--- config.mk ---
export PLATFORM = sky130hd
export DESIGN_NAME = rtc_time_decode_to_epoch
export DESIGN_NICKNAME = d
export VERILOG_FILES = /design/src/hw/rtl/rtd_pkg.sv /design/src/hw/rtl/rtd_decode.sv /design/src/hw/rtl/rtd_year.sv /design/src/hw/rtl/rtd_days.sv /design/src/hw/rtl/rtd_epoch.sv /design/src/hw/rtl/rtc_time_decode_to_epoch.sv
export SDC_FILE = /design/constraint.sdc
export NUM_CORES = 1
export LEC_CHECK = 0
export BUFFER_PORTS_ARGS = -buffer_cell sky130_fd_sc_hd__buf_2
export CAP_MARGIN = 25
export CORE_MARGIN = 4
export CORE_UTILIZATION = 50
export DETAILED_ROUTE_END_ITERATION = 16
export GPL_TIMING_DRIVEN = 0
export PLACE_DENSITY = 0.68
export SYNTH_ARGS = -nofsm -noshare
export SYNTH_HDL_FRONTEND = slang
export SYNTH_SLANG_ARGS = --single-unit
--- constraint.sdc ---
create_clock -name clk -period 16.13 [get_ports clk]
set_clock_uncertainty 0.2 [all_clocks]
set_input_delay 0.8065 -clock clk [delete_from_list [all_inputs] [get_ports clk]]
set_output_delay 0.8065 -clock clk [all_outputs]
set_load 0.03 [all_outputs]
--- src/hw/rtl/rtd_pkg.sv ---
// Shared types, constants and calendar helper functions for the RTC time decoder.
`timescale 1ns / 1ps

package rtd_pkg;

    localparam int unsigned BYTE_W       = 8;
    localparam int unsigned YEAR_W       = 15;
    localparam int unsigned DAYS_W       = 16;
    localparam int unsigned HMS_W        = 17;
    localparam int unsigned UNIX_W       = 32;

    localparam logic [YEAR_W-1:0] YEAR_MIN       = 15'd2000;
    localparam logic [YEAR_W-1:0] YEAR_MAX       = 15'd2099;
    localparam logic [DAYS_W-1:0] DAYS_TO_2000   = 16'd10957;
    localparam logic [31:0]       SECS_PER_DAY   = 32'd86400;
    localparam logic [19:0]       SECS_PER_HOUR  = 20'd3600;
    localparam logic [19:0]       SECS_PER_MIN   = 20'd60;
    localparam logic [DAYS_W-1:0] DAYS_PER_YEAR  = 16'd365;
    localparam logic [BYTE_W-1:0] MAX_HOUR       = 8'd23;
    localparam logic [BYTE_W-1:0] MAX_MIN_SEC    = 8'd59;
    localparam logic [BYTE_W-1:0] MONTH_FEB      = 8'd2;
    localparam logic [BYTE_W-1:0] MONTH_DEC      = 8'd12;

    // Decoded snapshot after the first stage.
    typedef struct packed {
        logic [BYTE_W-1:0] sec;
        logic [BYTE_W-1:0] min;
        logic [BYTE_W-1:0] hour;
        logic [BYTE_W-1:0] day;
        logic [BYTE_W-1:0] mon;
        logic [BYTE_W-1:0] yr;
        logic [BYTE_W-1:0] cent;
        logic [BYTE_W-1:0] wday;
    } rtd_dec_t;

    // Snapshot with full year and time-of-day seconds.
    typedef struct packed {
        logic [BYTE_W-1:0] sec;
        logic [BYTE_W-1:0] min;
        logic [BYTE_W-1:0] hour;
        logic [BYTE_W-1:0] day;
        logic [BYTE_W-1:0] mon;
        logic [YEAR_W-1:0] year;
        logic [BYTE_W-1:0] wday;
        logic              time_ok;
        logic [HMS_W-1:0]  hms;
    } rtd_year_t;

    // Snapshot with validity and day count since the epoch.
    typedef struct packed {
        logic [BYTE_W-1:0] sec;
        logic [BYTE_W-1:0] min;
        logic [BYTE_W-1:0] hour;
        logic [BYTE_W-1:0] day;
        logic [BYTE_W-1:0] mon;
        logic [YEAR_W-1:0] year;
        logic [BYTE_W-1:0] wday;
        logic              ok;
        logic [DAYS_W-1:0] days;
        logic [HMS_W-1:0]  hms;
    } rtd_days_t;

    // Final result word.
    typedef struct packed {
        logic              ok;
        logic [BYTE_W-1:0] sec;
        logic [BYTE_W-1:0] min;
        logic [BYTE_W-1:0] hour;
        logic [BYTE_W-1:0] day;
        logic [BYTE_W-1:0] mon;
        logic [YEAR_W-1:0] year;
        logic [BYTE_W-1:0] wday;
        logic [UNIX_W-1:0] unix;
    } rtd_out_t;

    // Packed BCD to binary unless bin; non-decimal nibbles decode arithmetically.
    function automatic logic [BYTE_W-1:0] bcd_decode(input logic [BYTE_W-1:0] raw,
                                                     input logic bin);
        logic [BYTE_W-1:0] tens;
        tens = {4'd0, raw[7:4]} * 8'd10;
        if (bin)
            return raw;
        return tens + {4'd0, raw[3:0]};
    endfunction

    function automatic logic [4:0] month_days(input logic [3:0] mon, input logic leap);
        logic [4:0] d;
        unique case (mon)
            4'd1, 4'd3, 4'd5, 4'd7, 4'd8, 4'd10, 4'd12: d = 5'd31;
            4'd4, 4'd6, 4'd9, 4'd11:                    d = 5'd30;
            4'd2:                                       d = leap ? 5'd29 : 5'd28;
            default:                                    d = 5'd0;
        endcase
        return d;
    endfunction

    // Days in the year before the first of the month, for a common year.
    function automatic logic [8:0] days_before_month(input logic [3:0] mon);
        logic [8:0] d;
        unique case (mon)
            4'd1:    d = 9'd0;
            4'd2:    d = 9'd31;
            4'd3:    d = 9'd59;
            4'd4:    d = 9'd90;
            4'd5:    d = 9'd120;
            4'd6:    d = 9'd151;
            4'd7:    d = 9'd181;
            4'd8:    d = 9'd212;
            4'd9:    d = 9'd243;
            4'd10:   d = 9'd273;
            4'd11:   d = 9'd304;
            4'd12:   d = 9'd334;
            default: d = 9'd0;
        endcase
        return d;
    endfunction

endpackage

--- src/hw/rtl/rtd_decode.sv ---
// Stage one: decodes the raw register bytes into binary values; the weekday byte passes raw.
`timescale 1ns / 1ps

module rtd_decode (
    input  logic                   clk,
    input  logic                   rst_n,
    input  logic                   en,
    input  logic                   valid_in,
    input  logic                   binary_mode,
    input  logic [7:0]             seconds_raw,
    input  logic [7:0]             minutes_raw,
    input  logic [7:0]             hours_raw,
    input  logic [7:0]             day_raw,
    input  logic [7:0]             month_raw,
    input  logic [7:0]             year_raw,
    input  logic [7:0]             century_raw,
    input  logic [7:0]             weekday_raw,
    output logic                   valid_reg,
    output rtd_pkg::rtd_dec_t      data_reg
);

    rtd_pkg::rtd_dec_t data_next;

    always_comb
    begin
        data_next.sec  = rtd_pkg::bcd_decode(seconds_raw, binary_mode);
        data_next.min  = rtd_pkg::bcd_decode(minutes_raw, binary_mode);
        data_next.hour = rtd_pkg::bcd_decode(hours_raw, binary_mode);
        data_next.day  = rtd_pkg::bcd_decode(day_raw, binary_mode);
        data_next.mon  = rtd_pkg::bcd_decode(month_raw, binary_mode);
        data_next.yr   = rtd_pkg::bcd_decode(year_raw, binary_mode);
        data_next.cent = rtd_pkg::bcd_decode(century_raw, binary_mode);
        data_next.wday = weekday_raw;
    end

    always_ff @(posedge clk or negedge rst_n)
    begin
        if (!rst_n)
        begin
            valid_reg <= 1'b0;
        end
        else if (en)
        begin
            valid_reg <= valid_in;
        end
    end

    always_ff @(posedge clk)
    begin
        if (en)
        begin
            data_reg <= data_next;
        end
    end

endmodule

--- src/hw/rtl/rtd_year.sv ---
// Stage two: forms the full year, checks the time of day and sums its seconds.
`timescale 1ns / 1ps

module rtd_year (
    input  logic                   clk,
    input  logic                   rst_n,
    input  logic                   en,
    input  logic                   valid_in,
    input  rtd_pkg::rtd_dec_t      data_in,
    output logic                   valid_reg,
    output rtd_pkg::rtd_year_t     data_reg
);

    rtd_pkg::rtd_year_t data_next;
    logic [15:0]        year_full;
    logic [19:0]        hms_full;

    always_comb
    begin
        year_full = {8'd0, data_in.cent} * 16'd100 + {8'd0, data_in.yr};
        // Only meaningful when the time checks pass; the upper bits are dropped.
        hms_full  = {12'd0, data_in.hour} * rtd_pkg::SECS_PER_HOUR
                  + {12'd0, data_in.min} * rtd_pkg::SECS_PER_MIN
                  + {12'd0, data_in.sec};

        data_next.sec     = data_in.sec;
        data_next.min     = data_in.min;
        data_next.hour    = data_in.hour;
        data_next.day     = data_in.day;
        data_next.mon     = data_in.mon;
        data_next.year    = year_full[rtd_pkg::YEAR_W-1:0];
        data_next.wday    = data_in.wday;
        data_next.time_ok = (data_in.hour <= rtd_pkg::MAX_HOUR)
                         && (data_in.min <= rtd_pkg::MAX_MIN_SEC)
                         && (data_in.sec <= rtd_pkg::MAX_MIN_SEC);
        data_next.hms     = hms_full[rtd_pkg::HMS_W-1:0];
    end

    always_ff @(posedge clk or negedge rst_n)
    begin
        if (!rst_n)
        begin
            valid_reg <= 1'b0;
        end
        else if (en)
        begin
            valid_reg <= valid_in;
        end
    end

    always_ff @(posedge clk)
    begin
        if (en)
        begin
            data_reg <= data_next;
        end
    end

endmodule

--- src/hw/rtl/rtd_days.sv ---
// Stage three: checks the date and counts days since 1970-01-01.
`timescale 1ns / 1ps

module rtd_days (
    input  logic                   clk,
    input  logic                   rst_n,
    input  logic                   en,
    input  logic                   valid_in,
    input  rtd_pkg::rtd_year_t     data_in,
    output logic                   valid_reg,
    output rtd_pkg::rtd_days_t     data_reg
);

    rtd_pkg::rtd_days_t data_next;
    logic [14:0]        year_off_full;
    logic [6:0]         year_off;
    logic [7:0]         leaps_before;
    logic               year_ok;
    logic               mon_ok;
    logic               leap;
    logic               day_ok;
    logic [4:0]         max_day;
    logic [8:0]         month_start;
    logic               leap_adj;

    always_comb
    begin
        year_ok       = (data_in.year >= rtd_pkg::YEAR_MIN) && (data_in.year <= rtd_pkg::YEAR_MAX);
        mon_ok        = (data_in.mon != 8'd0) && (data_in.mon <= rtd_pkg::MONTH_DEC);
        year_off_full = data_in.year - rtd_pkg::YEAR_MIN;
        year_off      = year_off_full[6:0];
        // Within 2000..2099 every fourth year is a leap year, 2000 included.
        leap          = (year_off[1:0] == 2'd0);
        max_day       = rtd_pkg::month_days(data_in.mon[3:0], leap);
        month_start   = rtd_pkg::days_before_month(data_in.mon[3:0]);
        day_ok        = (data_in.day != 8'd0) && (data_in.day <= {3'd0, max_day});
        leap_adj      = leap && (data_in.mon > rtd_pkg::MONTH_FEB);
        leaps_before  = ({1'b0, year_off} + 8'd3) >> 2;

        data_next.sec  = data_in.sec;
        data_next.min  = data_in.min;
        data_next.hour = data_in.hour;
        data_next.day  = data_in.day;
        data_next.mon  = data_in.mon;
        data_next.year = data_in.year;
        data_next.wday = data_in.wday;
        data_next.hms  = data_in.hms;
        data_next.ok   = data_in.time_ok && year_ok && mon_ok && day_ok;
        data_next.days = rtd_pkg::DAYS_TO_2000
                       + {9'd0, year_off} * rtd_pkg::DAYS_PER_YEAR
                       + {8'd0, leaps_before}
                       + {7'd0, month_start}
                       + {15'd0, leap_adj}
                       + {8'd0, data_in.day}
                       - 16'd1;
    end

    always_ff @(posedge clk or negedge rst_n)
    begin
        if (!rst_n)
        begin
            valid_reg <= 1'b0;
        end
        else if (en)
        begin
            valid_reg <= valid_in;
        end
    end

    always_ff @(posedge clk)
    begin
        if (en)
        begin
            data_reg <= data_next;
        end
    end

endmodule

--- src/hw/rtl/rtd_epoch.sv ---
// Stage four: scales the day count to seconds and adds the time of day; zero when not ok.
`timescale 1ns / 1ps

module rtd_epoch (
    input  logic                   clk,
    input  logic                   rst_n,
    input  logic                   en,
    input  logic                   valid_in,
    input  rtd_pkg::rtd_days_t     data_in,
    output logic                   valid_reg,
    output rtd_pkg::rtd_out_t      data_reg
);

    rtd_pkg::rtd_out_t data_next;
    logic [31:0]       secs;

    always_comb
    begin
        secs = {16'd0, data_in.days} * rtd_pkg::SECS_PER_DAY + {15'd0, data_in.hms};

        data_next.ok   = data_in.ok;
        data_next.sec  = data_in.sec;
        data_next.min  = data_in.min;
        data_next.hour = data_in.hour;
        data_next.day  = data_in.day;
        data_next.mon  = data_in.mon;
        data_next.year = data_in.year;
        data_next.wday = data_in.wday;
        data_next.unix = data_in.ok ? secs : 32'd0;
    end

    always_ff @(posedge clk or negedge rst_n)
    begin
        if (!rst_n)
        begin
            valid_reg <= 1'b0;
        end
        else if (en)
        begin
            valid_reg <= valid_in;
        end
    end

    always_ff @(posedge clk)
    begin
        if (en)
        begin
            data_reg <= data_next;
        end
    end

endmodule

--- src/hw/rtl/rtc_time_decode_to_epoch.sv ---
// Top level: four-stage pipeline turning an RTC register snapshot into Unix seconds.
// An accepted input word passes through the decode, year, days and epoch stage registers to its output word.
// Throughput is one word per cycle while out_stall is low; a stage only holds when the stage after it is full
// and stalled, so out_stall reaches in_stall through the stage enables in the same cycle.
// Reset clears every stage valid bit; no word is presented until one is accepted.
`timescale 1ns / 1ps

module rtc_time_decode_to_epoch (
    input  logic        clk,
    input  logic        rst_n,
    input  logic        in_valid,
    output logic        in_stall,
    input  logic        binary_mode,
    input  logic [7:0]  seconds_raw,
    input  logic [7:0]  minutes_raw,
    input  logic [7:0]  hours_raw,
    input  logic [7:0]  day_raw,
    input  logic [7:0]  month_raw,
    input  logic [7:0]  year_raw,
    input  logic [7:0]  century_raw,
    input  logic [7:0]  weekday_raw,
    output logic        out_valid,
    input  logic        out_stall,
    output logic        date_valid,
    output logic [7:0]  seconds_out,
    output logic [7:0]  minutes_out,
    output logic [7:0]  hours_out,
    output logic [7:0]  day_out,
    output logic [7:0]  month_out,
    output logic [14:0] full_year,
    output logic [7:0]  weekday_out,
    output logic [31:0] unix_seconds
);

    logic               dec_valid;
    logic               year_valid;
    logic               days_valid;
    logic               epoch_valid;
    logic               dec_en;
    logic               year_en;
    logic               days_en;
    logic               epoch_en;
    rtd_pkg::rtd_dec_t  dec_data;
    rtd_pkg::rtd_year_t year_data;
    rtd_pkg::rtd_days_t days_data;
    rtd_pkg::rtd_out_t  epoch_data;

    // A stage loads when it is empty or when its contents move on this cycle.
    assign epoch_en = !epoch_valid || !out_stall;
    assign days_en  = !days_valid || epoch_en;
    assign year_en  = !year_valid || days_en;
    assign dec_en   = !dec_valid || year_en;
    assign in_stall = !dec_en;

    rtd_decode u_decode (
        .clk         (clk),
        .rst_n       (rst_n),
        .en          (dec_en),
        .valid_in    (in_valid),
        .binary_mode (binary_mode),
        .seconds_raw (seconds_raw),
        .minutes_raw (minutes_raw),
        .hours_raw   (hours_raw),
        .day_raw     (day_raw),
        .month_raw   (month_raw),
        .year_raw    (year_raw),
        .century_raw (century_raw),
        .weekday_raw (weekday_raw),
        .valid_reg   (dec_valid),
        .data_reg    (dec_data)
    );

    rtd_year u_year (
        .clk       (clk),
        .rst_n     (rst_n),
        .en        (year_en),
        .valid_in  (dec_valid),
        .data_in   (dec_data),
        .valid_reg (year_valid),
        .data_reg  (year_data)
    );

    rtd_days u_days (
        .clk       (clk),
        .rst_n     (rst_n),
        .en        (days_en),
        .valid_in  (year_valid),
        .data_in   (year_data),
        .valid_reg (days_valid),
        .data_reg  (days_data)
    );

    rtd_epoch u_epoch (
        .clk       (clk),
        .rst_n     (rst_n),
        .en        (epoch_en),
        .valid_in  (days_valid),
        .data_in   (days_data),
        .valid_reg (epoch_valid),
        .data_reg  (epoch_data)
    );

    assign out_valid    = epoch_valid;
    assign date_valid   = epoch_data.ok;
    assign seconds_out  = epoch_data.sec;
    assign minutes_out  = epoch_data.min;
    assign hours_out    = epoch_data.hour;
    assign day_out      = epoch_data.day;
    assign month_out    = epoch_data.mon;
    assign full_year    = epoch_data.year;
    assign weekday_out  = epoch_data.wday;
    assign unix_seconds = epoch_data.unix;

endmodule
==> impl_metrics.py <==
metrics = {
    "worst_setup_path": {
        "critPathCapture": "u_days.data_reg[32]",
        "max_stage_delay_ns": 0.65,
        "path_class": "reg2reg",
        "crit_start": "u_year.data_reg[30]",
        "rr_endpoint": "u_days.data_reg[32]",
        "path_cells": "inv_1 -> ha_1 -> xor2_1 -> inv_1 -> ha_1 -> xnor2_1 -> xnor2_1 -> fa_1 -> fa_1 -> fa_1 -> ha_1 -> and3_1 -> o311a_1 -> nor3_1 -> o31ai_1 -> a21oi_1 -> xnor2_1",
        "cp-end-kind": "flip-flop",
        "r2r-start": "u_year.data_reg[30]",
        "ff2ff_path_depth": 17,
        "cp-start-kind": "flip-flop",
        "cp.arrival_ns": 6.22,
        "critPathRequiredTime_ns": 16.21,
        "critPathSlowestCell": "edfxtp_1",
        "ff2ff_setup_slack_ns": 9.98,
        "crit_path_max_fanout": 10,
    },
    "place": {
        "portBuffers": 165,
        "routabilityCongestion": 0.893,
        "dp_hpwl_um": 34500,
    },
    "min_path": {
        "min_path_type": "reg2reg",
    },
    "sta": {
        "fin_crit_sh": 0.381,
        "finalHoldViolCount": 0,
        "fin_tns_setup_ns": 0,
        "slew_violations": 0,
        "setup_viol": 0,
        "fmaxAchievable_mhz": 163,
        "min_period_ns": 6.15,
        "maxSlewHeadroom": 0.415,
        "worst_slew_pin_slew_ns": 0.853,
        "whs_ns": 0.215,
        "rsz0062_at_grt": "false",
    },
    "floorplan": {
        "dieArea_sq_um": 48300,
        "rows": 77,
        "dieWidth_um": 220,
        "initial_core_util": 0.506,
        "io_pins": 167,
        "core_sq_um": 44300,
        "dieHeight_um": 220,
    },
    "cells_and_area": {
        "area_growth_pct": 13.3,
        "nNetsFinal": 2523,
        "largest_reg_flops": 96,
        "layout-drive-gt1-share": 0.124,
        "antenna_cells": 0,
    },
    "yosys": {
        "synth-adder-area-share": 0.280,
        "synth-seq-cells": 347,
        "synth_ff_type": "edfxtp_1",
        "synth_edf_count": 334,
        "yosysMostFrequentCell": "edfxtp_1",
        "synth.distinct_cells": 66,
        "synth_xor_area_frac": 0.0562,
        "synth.avg_cell_area_sq_um": 12.4,
        "synth-compound-area-share": 0.0832,
        "synthMuxAreaShare": 0.00575,
        "syn_inst": 1805,
        "syn_nets": 2310,
        "synth_top_cell_by_area": "edfxtp_1",
        "yosysSeqAreaShare": 0.460,
        "synth.top_cell.area_share": 0.447,
        "synth_top_family_by_area": "adder cells",
        "synth-simple-area-share": 0.0728,
        "synth_common_cells": "edfxtp_1 (334), ha_1 (325), inv_1 (233)",
        "yosys_warnings": 0,
        "synth_area_leaders": "edfxtp_1 (45%), ha_1 (18%), fa_1 (9.9%)",
        "synth_area_sq_um": 22400,
        "synthArstFlopShare": 0.0115,
    },
    "clocking": {
        "clock-sinks": 347,
        "cts.path.max_buffers": 3,
        "cts_buffers": 36,
        "clk_pin_slew_ns": 0.06,
        "htree_levels": 2,
        "clk_latency_ns": 0.53,
        "cts_tree": "built",
        "root_buffer": "clkbuf_16",
        "post_cts_buffers": 0,
    },
    "drt": {
        "vias": 13726,
        "wire_per_inst_um": 16.5,
        "antenna_left": 0,
        "drt_iter0_markers": 692,
        "dr.pass1.iters": 5,
        "routed_wl_um": 43500,
        "drc": 0,
        "avgViaCountPerCell": 5.21,
    },
    "global_routing": {
        "grt_overflow_total": 0,
        "grt_use_total": 0.184,
        "antenna_found_initial": 0,
        "grt_max_degree": 67,
        "grt_pass1_vias": 14061,
        "grt_pass1_wl_um": 71200,
    },
    "outcome": {
        "status": "complete, no violations",
    },
    "job": {
        "drv_cap": 0,
    },
}
[repair_timing]
item                                   4_1_cts  5_1_grt
hold buffers                                 1        0
endpoints found under the hold margin        4        0
gates resized for setup                      0        0
[worst min path at each step]
stage,depth (start not counted),startpoint,slack (ns),endpoint
after floorplan,0,u_year.data_reg[0],0.20,u_days.data_reg[0]
after global placement,0,u_days.data_reg[40],0.20,u_epoch.data_reg[38]
after detailed placement,0,u_year.data_reg[23],0.20,u_days.data_reg[39]
after CTS,1,hours_raw[0],0.21,u_decode.data_reg[40]
after global routing,1,minutes_raw[0],0.21,u_decode.data_reg[48]
final,0,u_days.data_reg[37],0.21,u_epoch.data_reg[35]
[cells in the final DEF (no fill, tap or decap), drive strengths merged, types with 6 or more instances in the layout]
| cell type | instances |
|---|---|
| nand2b | 23 |
| inv | 234 |
| nor3 | 23 |
| o21ai | 92 |
| buf | 174 |
| clkbuf | 61 |
| nor4 | 7 |
| o21bai | 11 |
| a21oi | 81 |
| a21boi | 6 |
| nor2 | 58 |
| nand4 | 11 |
| nor2b | 25 |
| nand3 | 21 |
| o31ai | 14 |
| and2 | 17 |
| a31oi | 8 |
| fa | 111 |
| clkinv | 13 |
| dfxtp | 9 |
| xnor2 | 85 |
| nand2 | 102 |
| o21a | 6 |
| ha | 325 |
| a21o | 31 |
| a2111oi | 6 |
| a211oi | 16 |
| and3 | 11 |
| mux2 | 7 |
| edfxtp | 334 |
| xor2 | 59 |
[metrics by stage]
step,cell area (sq um),utilization,setup slack (ns),std cells
after floorplan,22400,-,9.53,1805
after global placement,24000,0.541,6.58,2562
after detailed placement,24200,0.546,9.97,2571
after CTS,25400,0.573,9.97,2636
after global routing,25400,0.573,9.61,2636
final,25400,0.573,9.98,2636
[area by class of cell]
cell class,count,area (sq um)
fillers,3659,18900
multi-input cells,1207,11200
clock inverters,20,234
repair buffers,175,1010
flip-flops and latches,347,10300
inverters,234,878
well taps,592,741
clock buffers,44,962
plain buffers,17,63.8
[worst max-delay path: cells and delay by family, from the launching register on]
family	cells	cell delay (ns)
AO/OA/AOI/OAI	3	0.43
AND/OR/NAND/NOR	2	0.46
XOR/XNOR	4	1.05
buffers and inverters	2	0.58
adder cells (fa/ha/maj)	6	2.52
flip-flops	1	0.65
[metal layers]
| layer | vias up | wire, um | track usage |
|---|---|---|---|
| met5 | - | 0 | 0 |
| met2 | 247 | 21600 | 0.319 |
| met4 | 0 | 1120 | 0.0538 |
| li1 | 6810 | - | - |
| met3 | 67 | 1660 | 0.0268 |
| met1 | 6602 | 19100 | 0.243 |
[kinds of logic after synthesis]
group	after synthesis
adder cells (fa/ha/maj)	436
flip-flops	347
AND/OR/NAND/NOR	321
AO/OA/AOI/OAI	294
buffers and inverters	251
XOR/XNOR	144
multiplexers	12
Power is not shown: default switching activity piles up to over one toggle a cycle in this logic, so the estimate is an artifact.
